===== src/pgpsbf_pkg.sv =====
// shared types and constants for the signature body framer
package pgpsbf_pkg;

    typedef enum logic [3:0] {
        PH_IDLE,
        PH_MARKER,
        PH_TYPE,
        PH_CREATED,
        PH_SIGNER,
        PH_PKALG,
        PH_HASHALG,
        PH_QUICK,
        PH_MATERIAL,
        PH_AREALEN,
        PH_SUBLEN,
        PH_SUBLEN_MORE,
        PH_SUBTYPE,
        PH_SUBDATA,
        PH_ERROR
    } phase_t;

    localparam logic [3:0] ROLE_MARKER   = 4'd0;
    localparam logic [3:0] ROLE_TYPE     = 4'd1;
    localparam logic [3:0] ROLE_CREATED  = 4'd2;
    localparam logic [3:0] ROLE_SIGNER   = 4'd3;
    localparam logic [3:0] ROLE_PKALG    = 4'd4;
    localparam logic [3:0] ROLE_HASHALG  = 4'd5;
    localparam logic [3:0] ROLE_AREALEN  = 4'd6;
    localparam logic [3:0] ROLE_SUBLEN   = 4'd7;
    localparam logic [3:0] ROLE_SUBTYPE  = 4'd8;
    localparam logic [3:0] ROLE_SUBDATA  = 4'd9;
    localparam logic [3:0] ROLE_QUICK    = 4'd10;
    localparam logic [3:0] ROLE_MATERIAL = 4'd11;
    localparam logic [3:0] ROLE_ERROR    = 4'd12;

    localparam logic [2:0] ERR_NONE    = 3'd0;
    localparam logic [2:0] ERR_VERSION = 3'd1;
    localparam logic [2:0] ERR_MARKER  = 3'd2;
    localparam logic [2:0] ERR_OVERRUN = 3'd3;
    localparam logic [2:0] ERR_ZERO    = 3'd4;

    localparam logic [1:0] VER_NONE = 2'd0;
    localparam logic [1:0] VER_OLD  = 2'd1;
    localparam logic [1:0] VER_NEW  = 2'd2;

    localparam logic [7:0] VERSION_2 = 8'd2;
    localparam logic [7:0] VERSION_3 = 8'd3;
    localparam logic [7:0] VERSION_4 = 8'd4;

    localparam logic [7:0]  MARKER_BYTE      = 8'h05;
    localparam logic [7:0]  ONE_OCTET_MAX    = 8'hbf;
    localparam logic [7:0]  TWO_OCTET_MAX    = 8'hfe;
    localparam logic [7:0]  TWO_OCTET_BASE   = 8'hc0;
    localparam logic [31:0] TWO_OCTET_OFFSET = 32'd192;

    localparam logic [2:0] CNT_CREATED_LAST = 3'd3;
    localparam logic [2:0] CNT_SIGNER_LAST  = 3'd7;
    localparam logic [2:0] CNT_FIVE_OCTET   = 3'd4;
    localparam logic [2:0] CNT_TWO_PENDING  = 3'd5;

    localparam int TDATA_IN_W  = 8;
    localparam int TUSER_IN_W  = 9;
    localparam int TDATA_OUT_W = 56;
    localparam int TUSER_OUT_W = 4;

    // output tdata layout, lowest field at the bottom
    typedef struct packed {
        logic [2:0]  pad;
        logic [2:0]  error_code;
        logic        header_done;
        logic [31:0] subpacket_data_length;
        logic        critical_flag;
        logic [6:0]  subpkt_type;
        logic        in_hashed_area;
        logic [7:0]  byte_out;
    } result_t;

endpackage


===== src/pgp_signature_body_framer_core.sv =====
// signature body framer: tags each body byte with its role in the packet
//
//  channel   dir  tdata                        tuser                    tlast
//  s_axis    in   data_byte                    start_of_body, version   -
//  m_axis    out  byte, hashed, type, crit,    byte_role                last_of_subpacket
//                 length, header_done, error
//
// one byte per cycle sustained while the result is not stalled
// an input register feeds the parse logic, which writes the result register
// a stalled result holds both registers; the input side keeps accepting into
// the input register while it is free
// rst_n clears the parse state and both valid flags
module pgp_signature_body_framer_core
(
    input  logic                                  clk,
    input  logic                                  rst_n,
    input  logic                                  s_tvalid,
    output logic                                  s_tready,
    input  logic [pgpsbf_pkg::TDATA_IN_W-1:0]     s_tdata,   // data_byte
    input  logic [pgpsbf_pkg::TUSER_IN_W-1:0]     s_tuser,   // start_of_body, body_version
    output logic                                  m_tvalid,
    input  logic                                  m_tready,
    // byte_out, in_hashed_area, subpkt_type, critical_flag,
    // subpacket_data_length, header_done, error_code, zero pad
    output logic [pgpsbf_pkg::TDATA_OUT_W-1:0]    m_tdata,
    output logic [pgpsbf_pkg::TUSER_OUT_W-1:0]    m_tuser,   // byte_role
    output logic                                  m_tlast    // last_of_subpacket
);
    import pgpsbf_pkg::*;

    // input register
    logic       in_valid_reg, in_valid_next;
    logic [7:0] in_byte_reg;
    logic       in_start_reg;
    logic [7:0] in_ver_reg;

    // result register
    logic       out_valid_reg, out_valid_next;
    result_t    out_data_reg;
    logic [3:0] out_role_reg;
    logic       out_last_reg;

    // parse state
    phase_t      phase_reg, phase_next;
    logic [2:0]  fbc_reg, fbc_next;
    logic [1:0]  ver_reg, ver_next;
    logic [15:0] area_reg, area_next;
    logic [31:0] acc_reg, acc_next;
    logic [31:0] subrem_reg, subrem_next;
    logic [6:0]  type_reg, type_next;
    logic        crit_reg, crit_next;
    logic        hashed_reg, hashed_next;
    logic [2:0]  err_reg, err_next;

    // state after an optional start
    phase_t      ph_c;
    logic [2:0]  fbc_c;
    logic [1:0]  ver_c;
    logic [15:0] area_c;
    logic [31:0] acc_c;
    logic [31:0] subrem_c;
    logic [6:0]  type_c;
    logic        crit_c;
    logic        hashed_c;
    logic [2:0]  err_c;

    logic        advance;
    logic        raise;
    logic [2:0]  raise_code;
    logic        len_check;
    logic        len_pending;
    logic [31:0] len_total;
    logic        sp_done;
    logic        ar_done;
    logic [15:0] area_dec;
    logic [31:0] acc_shift;
    logic [2:0]  fbc_dec;

    result_t     res;
    logic [3:0]  res_role;
    logic        res_last;

    assign advance  = !out_valid_reg || m_tready;
    assign s_tready = !in_valid_reg || advance;

    always_comb
    begin
        in_valid_next = in_valid_reg;
        if (s_tvalid && s_tready)
        begin
            in_valid_next = 1'b1;
        end
        else if (advance)
        begin
            in_valid_next = 1'b0;
        end
        out_valid_next = out_valid_reg;
        if (advance)
        begin
            out_valid_next = in_valid_reg;
        end
    end

    // start of body restarts the parse
    always_comb
    begin
        ph_c     = phase_reg;
        fbc_c    = fbc_reg;
        ver_c    = ver_reg;
        area_c   = area_reg;
        acc_c    = acc_reg;
        subrem_c = subrem_reg;
        type_c   = type_reg;
        crit_c   = crit_reg;
        hashed_c = hashed_reg;
        err_c    = err_reg;
        if (in_start_reg)
        begin
            fbc_c    = '0;
            area_c   = '0;
            acc_c    = '0;
            subrem_c = '0;
            type_c   = '0;
            crit_c   = 1'b0;
            hashed_c = 1'b0;
            err_c    = ERR_NONE;
            if (in_ver_reg == VERSION_2 || in_ver_reg == VERSION_3)
            begin
                ver_c = VER_OLD;
                ph_c  = PH_MARKER;
            end
            else if (in_ver_reg == VERSION_4)
            begin
                ver_c = VER_NEW;
                ph_c  = PH_TYPE;
            end
            else
            begin
                ver_c = VER_NONE;
                err_c = ERR_VERSION;
                ph_c  = PH_ERROR;
            end
        end
    end

    assign area_dec  = area_c - {15'd0, (area_c != '0)};
    assign acc_shift = {acc_c[23:0], in_byte_reg};
    assign fbc_dec   = fbc_c - {2'd0, (fbc_c != '0)};

    // next state
    always_comb
    begin
        phase_next  = ph_c;
        fbc_next    = fbc_c;
        ver_next    = ver_c;
        area_next   = area_c;
        acc_next    = acc_c;
        subrem_next = subrem_c;
        type_next   = type_c;
        crit_next   = crit_c;
        hashed_next = hashed_c;
        err_next    = err_c;
        raise       = 1'b0;
        raise_code  = ERR_NONE;
        len_check   = 1'b0;
        len_pending = 1'b0;
        len_total   = '0;
        sp_done     = 1'b0;
        ar_done     = 1'b0;

        unique case (ph_c)
            PH_MARKER:
            begin
                if (in_byte_reg != MARKER_BYTE)
                begin
                    raise      = 1'b1;
                    raise_code = ERR_MARKER;
                end
                else
                begin
                    phase_next = PH_TYPE;
                end
            end
            PH_TYPE:
            begin
                fbc_next   = '0;
                phase_next = (ver_c == VER_OLD) ? PH_CREATED : PH_PKALG;
            end
            PH_CREATED:
            begin
                if (fbc_c >= CNT_CREATED_LAST)
                begin
                    fbc_next   = '0;
                    phase_next = PH_SIGNER;
                end
                else
                begin
                    fbc_next = fbc_c + 3'd1;
                end
            end
            PH_SIGNER:
            begin
                if (fbc_c >= CNT_SIGNER_LAST)
                begin
                    fbc_next   = '0;
                    phase_next = PH_PKALG;
                end
                else
                begin
                    fbc_next = fbc_c + 3'd1;
                end
            end
            PH_PKALG:
            begin
                phase_next = PH_HASHALG;
            end
            PH_HASHALG:
            begin
                fbc_next = '0;
                if (ver_c == VER_OLD)
                begin
                    phase_next = PH_QUICK;
                end
                else
                begin
                    hashed_next = 1'b1;
                    area_next   = '0;
                    phase_next  = PH_AREALEN;
                end
            end
            PH_QUICK:
            begin
                if (fbc_c != '0)
                begin
                    fbc_next   = '0;
                    phase_next = PH_MATERIAL;
                end
                else
                begin
                    fbc_next = 3'd1;
                end
            end
            PH_AREALEN:
            begin
                area_next = {area_c[7:0], in_byte_reg};
                if (fbc_c != '0)
                begin
                    fbc_next = '0;
                    if (area_next == '0)
                    begin
                        ar_done = 1'b1;
                    end
                    else
                    begin
                        phase_next = PH_SUBLEN;
                    end
                end
                else
                begin
                    fbc_next = 3'd1;
                end
            end
            PH_SUBLEN:
            begin
                area_next = area_dec;
                if (in_byte_reg <= ONE_OCTET_MAX)
                begin
                    len_check = 1'b1;
                    len_total = {24'd0, in_byte_reg};
                end
                else if (in_byte_reg <= TWO_OCTET_MAX)
                begin
                    acc_next    = {24'd0, in_byte_reg - TWO_OCTET_BASE};
                    fbc_next    = CNT_TWO_PENDING;
                    phase_next  = PH_SUBLEN_MORE;
                    len_pending = 1'b1;
                end
                else
                begin
                    acc_next    = '0;
                    fbc_next    = CNT_FIVE_OCTET;
                    phase_next  = PH_SUBLEN_MORE;
                    len_pending = 1'b1;
                end
            end
            PH_SUBLEN_MORE:
            begin
                area_next = area_dec;
                if (fbc_c == CNT_TWO_PENDING)
                begin
                    fbc_next  = '0;
                    len_check = 1'b1;
                    len_total = {acc_c[23:0], 8'd0} + {24'd0, in_byte_reg}
                                + TWO_OCTET_OFFSET;
                end
                else
                begin
                    acc_next = acc_shift;
                    fbc_next = fbc_dec;
                    if (fbc_dec == '0)
                    begin
                        len_check = 1'b1;
                        len_total = acc_shift;
                    end
                    else
                    begin
                        len_pending = 1'b1;
                    end
                end
            end
            PH_SUBTYPE:
            begin
                area_next = area_dec;
                crit_next = in_byte_reg[7];
                type_next = in_byte_reg[6:0];
                if (subrem_c == '0)
                begin
                    sp_done = 1'b1;
                end
                else
                begin
                    phase_next = PH_SUBDATA;
                end
            end
            PH_SUBDATA:
            begin
                area_next   = area_dec;
                subrem_next = subrem_c - {31'd0, (subrem_c != '0)};
                if (subrem_next == '0)
                begin
                    sp_done = 1'b1;
                end
            end
            default:
            begin
                phase_next = ph_c;
            end
        endcase

        if (len_check)
        begin
            if (len_total == '0)
            begin
                raise      = 1'b1;
                raise_code = ERR_ZERO;
            end
            else if (len_total > {16'd0, area_next})
            begin
                raise      = 1'b1;
                raise_code = ERR_OVERRUN;
            end
            else
            begin
                acc_next    = len_total - 32'd1;
                subrem_next = len_total - 32'd1;
                phase_next  = PH_SUBTYPE;
            end
        end
        if (len_pending && area_next == '0)
        begin
            raise      = 1'b1;
            raise_code = ERR_OVERRUN;
        end
        if (sp_done)
        begin
            if (area_next == '0)
            begin
                ar_done = 1'b1;
            end
            else
            begin
                phase_next = PH_SUBLEN;
            end
        end
        if (ar_done)
        begin
            fbc_next = '0;
            if (hashed_c)
            begin
                hashed_next = 1'b0;
                area_next   = '0;
                phase_next  = PH_AREALEN;
            end
            else
            begin
                phase_next = PH_QUICK;
            end
        end
        if (raise)
        begin
            err_next   = raise_code;
            phase_next = PH_ERROR;
        end
    end

    // result fields
    always_comb
    begin
        res          = '0;
        res.byte_out = in_byte_reg;
        res_role     = ROLE_MATERIAL;
        res_last     = 1'b0;
        if (phase_next == PH_ERROR)
        begin
            res_role       = ROLE_ERROR;
            res.error_code = err_next;
        end
        else
        begin
            unique case (ph_c) inside
                PH_MARKER:  res_role = ROLE_MARKER;
                PH_TYPE:    res_role = ROLE_TYPE;
                PH_CREATED: res_role = ROLE_CREATED;
                PH_SIGNER:  res_role = ROLE_SIGNER;
                PH_PKALG:   res_role = ROLE_PKALG;
                PH_HASHALG: res_role = ROLE_HASHALG;
                PH_QUICK:   res_role = ROLE_QUICK;
                PH_AREALEN: res_role = ROLE_AREALEN;
                PH_SUBLEN, PH_SUBLEN_MORE:
                begin
                    res_role           = ROLE_SUBLEN;
                    res.in_hashed_area = hashed_c;
                    if (phase_next == PH_SUBTYPE)
                    begin
                        res.subpacket_data_length = acc_next;
                    end
                end
                PH_SUBTYPE, PH_SUBDATA:
                begin
                    res_role                  = (ph_c == PH_SUBTYPE) ? ROLE_SUBTYPE
                                                                     : ROLE_SUBDATA;
                    res.in_hashed_area        = hashed_c;
                    res.subpkt_type           = type_next;
                    res.critical_flag         = crit_next;
                    res.subpacket_data_length = acc_next;
                    res.header_done           = (ph_c == PH_SUBTYPE);
                    res_last                  = (subrem_next == '0);
                end
                default:    res_role = ROLE_MATERIAL;
            endcase
        end
    end

    always_ff @(posedge clk or negedge rst_n)
    begin
        if (!rst_n)
        begin
            in_valid_reg  <= 1'b0;
            out_valid_reg <= 1'b0;
            phase_reg     <= PH_IDLE;
            fbc_reg       <= '0;
            ver_reg       <= VER_NONE;
            area_reg      <= '0;
            acc_reg       <= '0;
            subrem_reg    <= '0;
            type_reg      <= '0;
            crit_reg      <= 1'b0;
            hashed_reg    <= 1'b0;
            err_reg       <= ERR_NONE;
        end
        else
        begin
            in_valid_reg  <= in_valid_next;
            out_valid_reg <= out_valid_next;
            if (advance && in_valid_reg)
            begin
                phase_reg  <= phase_next;
                fbc_reg    <= fbc_next;
                ver_reg    <= ver_next;
                area_reg   <= area_next;
                acc_reg    <= acc_next;
                subrem_reg <= subrem_next;
                type_reg   <= type_next;
                crit_reg   <= crit_next;
                hashed_reg <= hashed_next;
                err_reg    <= err_next;
            end
        end
    end

    always_ff @(posedge clk)
    begin
        if (s_tvalid && s_tready)
        begin
            in_byte_reg  <= s_tdata;
            in_start_reg <= s_tuser[0];
            in_ver_reg   <= s_tuser[8:1];
        end
        if (advance && in_valid_reg)
        begin
            out_data_reg <= res;
            out_role_reg <= res_role;
            out_last_reg <= res_last;
        end
    end

    assign m_tvalid = out_valid_reg;
    assign m_tdata  = out_data_reg;
    assign m_tuser  = out_role_reg;
    assign m_tlast  = out_last_reg;

endmodule


===== config.mk =====
export PLATFORM = sky130hd
export DESIGN_NAME = pgp_signature_body_framer_core
export DESIGN_NICKNAME = d
export VERILOG_FILES = /design/src/pgpsbf_pkg.sv /design/src/pgp_signature_body_framer_core.sv
export SDC_FILE = /design/constraint.sdc
export NUM_CORES = 1
export LEC_CHECK = 0
export ABC_AREA = 1
export BUFFER_PORTS_ARGS = -buffer_cell sky130_fd_sc_hd__buf_2
export CORE_MARGIN = 2
export CORE_UTILIZATION = 35
export DETAILED_ROUTE_END_ITERATION = 12
export HOLD_SLACK_MARGIN = 0.12
export SYNTH_ARGS = -nofsm -noshare
export SYNTH_HDL_FRONTEND = slang
export SYNTH_SLANG_ARGS = --single-unit

===== constraint.sdc =====
create_clock -name clk -period 6.1 [get_ports clk]
set_input_delay 1.525 -clock clk [delete_from_list [all_inputs] [get_ports clk]]
set_output_delay 1.525 -clock clk [all_outputs]
set_load 0.02 [all_outputs]

### Word-level counts from Yosys, hierarchy flattened

Index checks and enable logic that the tools add are counted.

* output and inout port bits: 63
* word-level logic and storage cells: 188
* flip-flop bits (word level): 178

* order comparisons: 5
* reduce and logical (&&, ||, !) cells: 26
* bitwise operators: 2
* equal/unequal tests: 20
* muxes and demuxes: 103
* $add $sub $neg: 8

Operators with widths (count)
* two-way mux 32 bit: 14
* case mux 32 bit (2 select lines): 3
* zero test 32 bit: 4
* two-way mux 4 bit: 20
* case mux 4 bit (10 select lines): 2
* two-way mux 16 bit: 4
* case mux 16 bit (3 select lines): 1
* two-way mux 3 bit: 14
* adder 32 x 8 -> 32 bit: 1
* adder 32 x 8 -> 32 bit, second input constant: 1
* greater-than comparator 32 x 16 -> 1 bit: 1
* zero test 16 bit: 2
* two-way mux 1 bit: 32
* nonzero test 32 bit: 1
* subtractor 32 x 1 -> 32 bit: 1
* subtractor 32 x 1 -> 32 bit, second input constant: 1
* == test 4 bit, second input constant: 7
* case mux 3 bit (6 select lines): 1
* == test 4 x 3 -> 1 bit, second input constant: 4
* == test 8 x 2 -> 1 bit, second input constant: 2
* less-or-equal comparator 8 bit, second input constant: 2
* two-way mux 8 bit: 2
* nonzero test 16 bit: 1
* subtractor 16 x 1 -> 16 bit: 1
* 23 further kinds: 42

### Logic depth before layout (Yosys ltp)

* depth after elaboration: 18
* mapped depth: 36
* depth with buffers taken out: 33

### Worst setup path after synthesis

OpenSTA, ideal clock, no wires.

* path kind: register -> register
* from: reg in_start_reg
* to: reg out_role_reg[3] (netlist: m_tuser[3]), data pin
* clock period less this slack: 4.803 ns
* stages on the path, launching flop included: 33
* path buffers: 5
* arrival time: 4.544 ns
* path slack: 1.297 ns
* cell sequence: edfxtp_1 > buf_6 > buf_4 > buf_6 > buf_4 > buf_2 > nor2_1 > inv_1 > ha_1 > nand2_1 > ha_1 > ha_1 > nand2_1 > nand3b_2 > nand2_2 > nand2_2 > nand2_2 > inv_1 > nor2_1 > ha_1 > a21o_1 > a31oi_1 > o221ai_1 > nand2_1 > nand2_1 > nand2_1 > nand4_1 > nand2_1 > nand2_1 > nor2_4 > nand3_2 > nand2_2 > o21bai_1

* cells in the longest elaborated chain, start to end: 16
* elaborated cells between the ends (all ways): 87
* classes of those cells: add/sub (5); order compare (3); eq/ne (15); mux (51); reduce/logical (13)

RTL lines
* start, declared: line pgp_signature_body_framer_core.sv:34 `logic in_start_reg;`
* start signal, assigned: line pgp_signature_body_framer_core.sv:486 `in_start_reg <= s_tuser[0];`
* parallel branches: the longest is 16 deep, another holds adder 32 x 8 -> 32 bit
* end signal, assigned: line pgp_signature_body_framer_core.sv:492 `out_role_reg <= res_role;`
* end, declared: line pgp_signature_body_framer_core.sv:40 `logic [3:0] out_role_reg;`

Several ways; the timed one is not identified.
A chain may end at the register's enable or synchronous reset.

### Final worst setup path

* from: reg in_start_reg
* to: reg out_data_reg, in the netlist m_tdata[29], data pin

* cells in the longest elaborated chain, start to end: 18
* elaborated cells between the ends (all ways): 96
* classes of those cells: add/sub (6); order compare (3); eq/ne (16); mux (58); reduce/logical (13)

RTL lines
* parallel branches: the longest is 18 deep, another holds adder 32 x 8 -> 32 bit
* end signal, assigned: line pgp_signature_body_framer_core.sv:491 `out_data_reg <= res;`
* end, declared: line pgp_signature_body_framer_core.sv:39 `result_t out_data_reg;`

Several ways; the timed one is not identified.

==> results_dict.tcl <==
set metrics [dict create \
    critPathMaxStageDelay_ns 0.53 \
    area_growth_pct 10.14 \
    hold_buffers 0 \
    grt_use_total_pct 23.58 \
    floorplan.die.width_um 201.2 \
    power.leakage_nw 7.015 \
    power_density_mw_per_mm2 427.1 \
    antenna_left 0 \
    antenna_found_initial 0 \
    grt_pass1_vias 12720 \
    mostFrequentLayoutCells "nand2_1, inv_1, nor2_1" \
    die_area_mm2 0.04047 \
    grt_overflow 0 \
    final_layout_size_suffix_gt1_share_pct 11.52 \
    numCtsBuffers 17 \
    clock_latency_ns 0.47 \
    clock_skew_ns 0.01135 \
    rsz0062_at_grt "false" \
    io_pins 84 \
    fin_ws_ns 0.5287 \
    grt_max_degree 109 \
    vias 13510 \
    netlist_area_mm2 0.01361 \
    synth_edf_count 75 \
    syn_avg_cell_area_um2 6.807 \
    ff2ff_setup_slack_ns 0.53 \
    fp.dieH_um 201.2 \
    cap_violations 0 \
    rows 72 \
    setup_tns_ns 0 \
    path_class "flip-flop to flip-flop" \
    final_cells 2567 \
    ys_ff_latch 178 \
    gp_congestion 0.9724 \
    largest_reg_flops 53 \
    crit_required_ns 6.29 \
    start_util_pct 35.37 \
    worst_slew_pin_slew_ns 1.102 \
    fmax_mhz 179.5 \
    setup_viol 0 \
    layout_commonest_cell "nand2_1" \
    dpl.hpwl_um 35150 \
    syn_inst 1999 \
    vias_per_cell 5.261 \
    worstPathMaxFanout 31 \
    endpoint_kind "flip-flop" \
    whs_ns 0.4835 \
    cts_root_buf "clkbuf_16" \
    status "finished clean" \
    dp.cells 2535 \
    drc 0 \
    reg2reg_to "m_tdata[29]" \
    period_needed_ns 5.571 \
    cp_common_cell "nand2_1" \
    grt_pass1_wl_um 74240 \
    synthFlopType "dfrtp_1" \
    pre_cts_slack_ns 0.6522 \
    final_nets 2090 \
    start_kind "flip-flop" \
    clockBufferDepth 2 \
    clkTransAtPathRegs_ns 0.08 \
    post-cts-setup-buffers 0 \
    cts_tree "built" \
    ys_warn_count 0 \
    async_reset_ff_share_pct 57.87 \
    routedWlPerCell_um 18.38 \
    antenna_cells 0 \
    hp-class "flip-flop to flip-flop" \
    cp.arrival_ns 5.76 \
    firstDrtPassIters 5 \
    p_total_mw 6.402 \
    drt_iter0_drc 1200 \
    stdcell_area_mm2 0.01499 \
    min_delay_path_depth 2 \
    cts_resized 0 \
    utilization_pct 38.96 \
    coreArea_mm2 0.03847 \
    hold_viol 0 \
    post-route-period-util_pct 91.33 \
    slew_violations 0 \
    cts.htree.levels 4 \
    ff2ff_path_depth 26 \
    numPortBuffers 80 \
    dpl_cell_area_mm2 0.01438 \
    totalWireLength_um 47190 \
    min_from "subrem_reg[27]" \
    min_to "subrem_reg[27]" \
    reg2reg_from "in_start_reg" \
    synth_seq_area_share_pct 35.49 \
    max_slew_margin_pct 26.52 \
    cts_sinks 178 \
    crit_slowest_cell "edfxtp_1" \
    synth.distinct_cells 57 \
    max-vdd-ir-drop_uv 200.9 \
]
[how the worst max path moves through the flow]
stage | slack [ns] | startpoint | cells past startpoint | end
global placement | 0.55 | in_start_reg | 26 | m_tuser[2]
global route | 0.12 | in_start_reg | 26 | m_tdata[28]
finish | 0.53 | in_start_reg | 26 | m_tdata[29]
detailed placement | 0.65 | in_start_reg | 27 | m_tdata[8]
floorplan | 1.30 | in_start_reg | 32 | m_tuser[3]
CTS | 0.63 | in_start_reg | 27 | m_tdata[8]
[cell families (layout without fill, tap and decap cells)]
logic type	after synthesis	count (layout)	share of synthesized area [%]
flip-flops	178	178	35.49
AND/OR/NAND/NOR	1054	1054	34.21
other	1	3	0.02756
AO/OA/AOI/OAI	363	363	14.57
XOR/XNOR	39	39	2.566
buffers and inverters	331	379	10.11
adder cells (fa/ha/maj)	33	33	3.035
[where the power goes]
part	internal [mW]	switching [mW]
registers	1.51	0.154
clock network	0.612	0.537
logic	1.07	2.51
[per-layer routing]
| layer | up-vias | share of wire (%) | GRT usage (%) | routed length (µm) |
|---|---|---|---|---|
| met5 | - | 0 | 0 | 0 |
| met4 | 0 | 3.1 | 9.007 | 1449 |
| met3 | 82 | 5.2 | 3.288 | 2458 |
| met2 | 445 | 47 | 38.03 | 21950 |
| met1 | 6385 | 45 | 32.16 | 21330 |
| li1 | 6593 | - | - | - |
[cell usage after synthesis, types with 5 or more instances]
cell / instances / area [µm²]
edfxtp_1: 75 / 2252
nand4_1: 38 / 237.7
a31oi_1: 8 / 50.05
o211ai_1: 12 / 90.09
nand2_2: 22 / 137.6
nor2_2: 28 / 175.2
clkbuf_1: 43 / 161.4
buf_1: 7 / 26.28
nand3_1: 117 / 585.6
inv_1: 234 / 878.3
inv_2: 10 / 37.54
o21a_1: 6 / 45.04
nor2_1: 230 / 863.3
xnor2_1: 6 / 52.55
buf_6: 10 / 112.6
o21ai_1: 18 / 90.09
nor3_1: 26 / 130.1
a21boi_0: 5 / 37.54
ha_1: 33 / 412.9
nand2_1: 543 / 2038
dfrtp_1: 103 / 2577
a221oi_1: 5 / 43.79
nor3_2: 5 / 50.05
a21oi_1: 76 / 380.4
nor2_4: 14 / 157.7
o21ai_0: 205 / 1026
nand3_2: 9 / 90.09
xor2_1: 32 / 280.3
buf_2: 15 / 75.07
nor4_1: 5 / 31.28
buf_4: 9 / 67.56
[area by class of cell]
class,count,area [µm²]
well taps,518,648.1
clock inverters,13,140.1
flip-flops and latches,178,4830
repair buffers,100,553.0
clock buffers,19,464.2
inverters,247,934.6
multi-input cells,1492,7417
fillers,4090,23480
[worst max-delay path: cells and delay by family (launching register included)]
| kind | cells | cell delay (ns) |
|---|---|---|
| flip-flops | 1 | 0.53 |
| AND/OR/NAND/NOR | 13 | 2.34 |
| AO/OA/AOI/OAI | 5 | 0.73 |
| adder cells (fa/ha/maj) | 4 | 0.77 |
| buffers and inverters | 4 | 0.87 |
(Power assumes the default switching activity.)
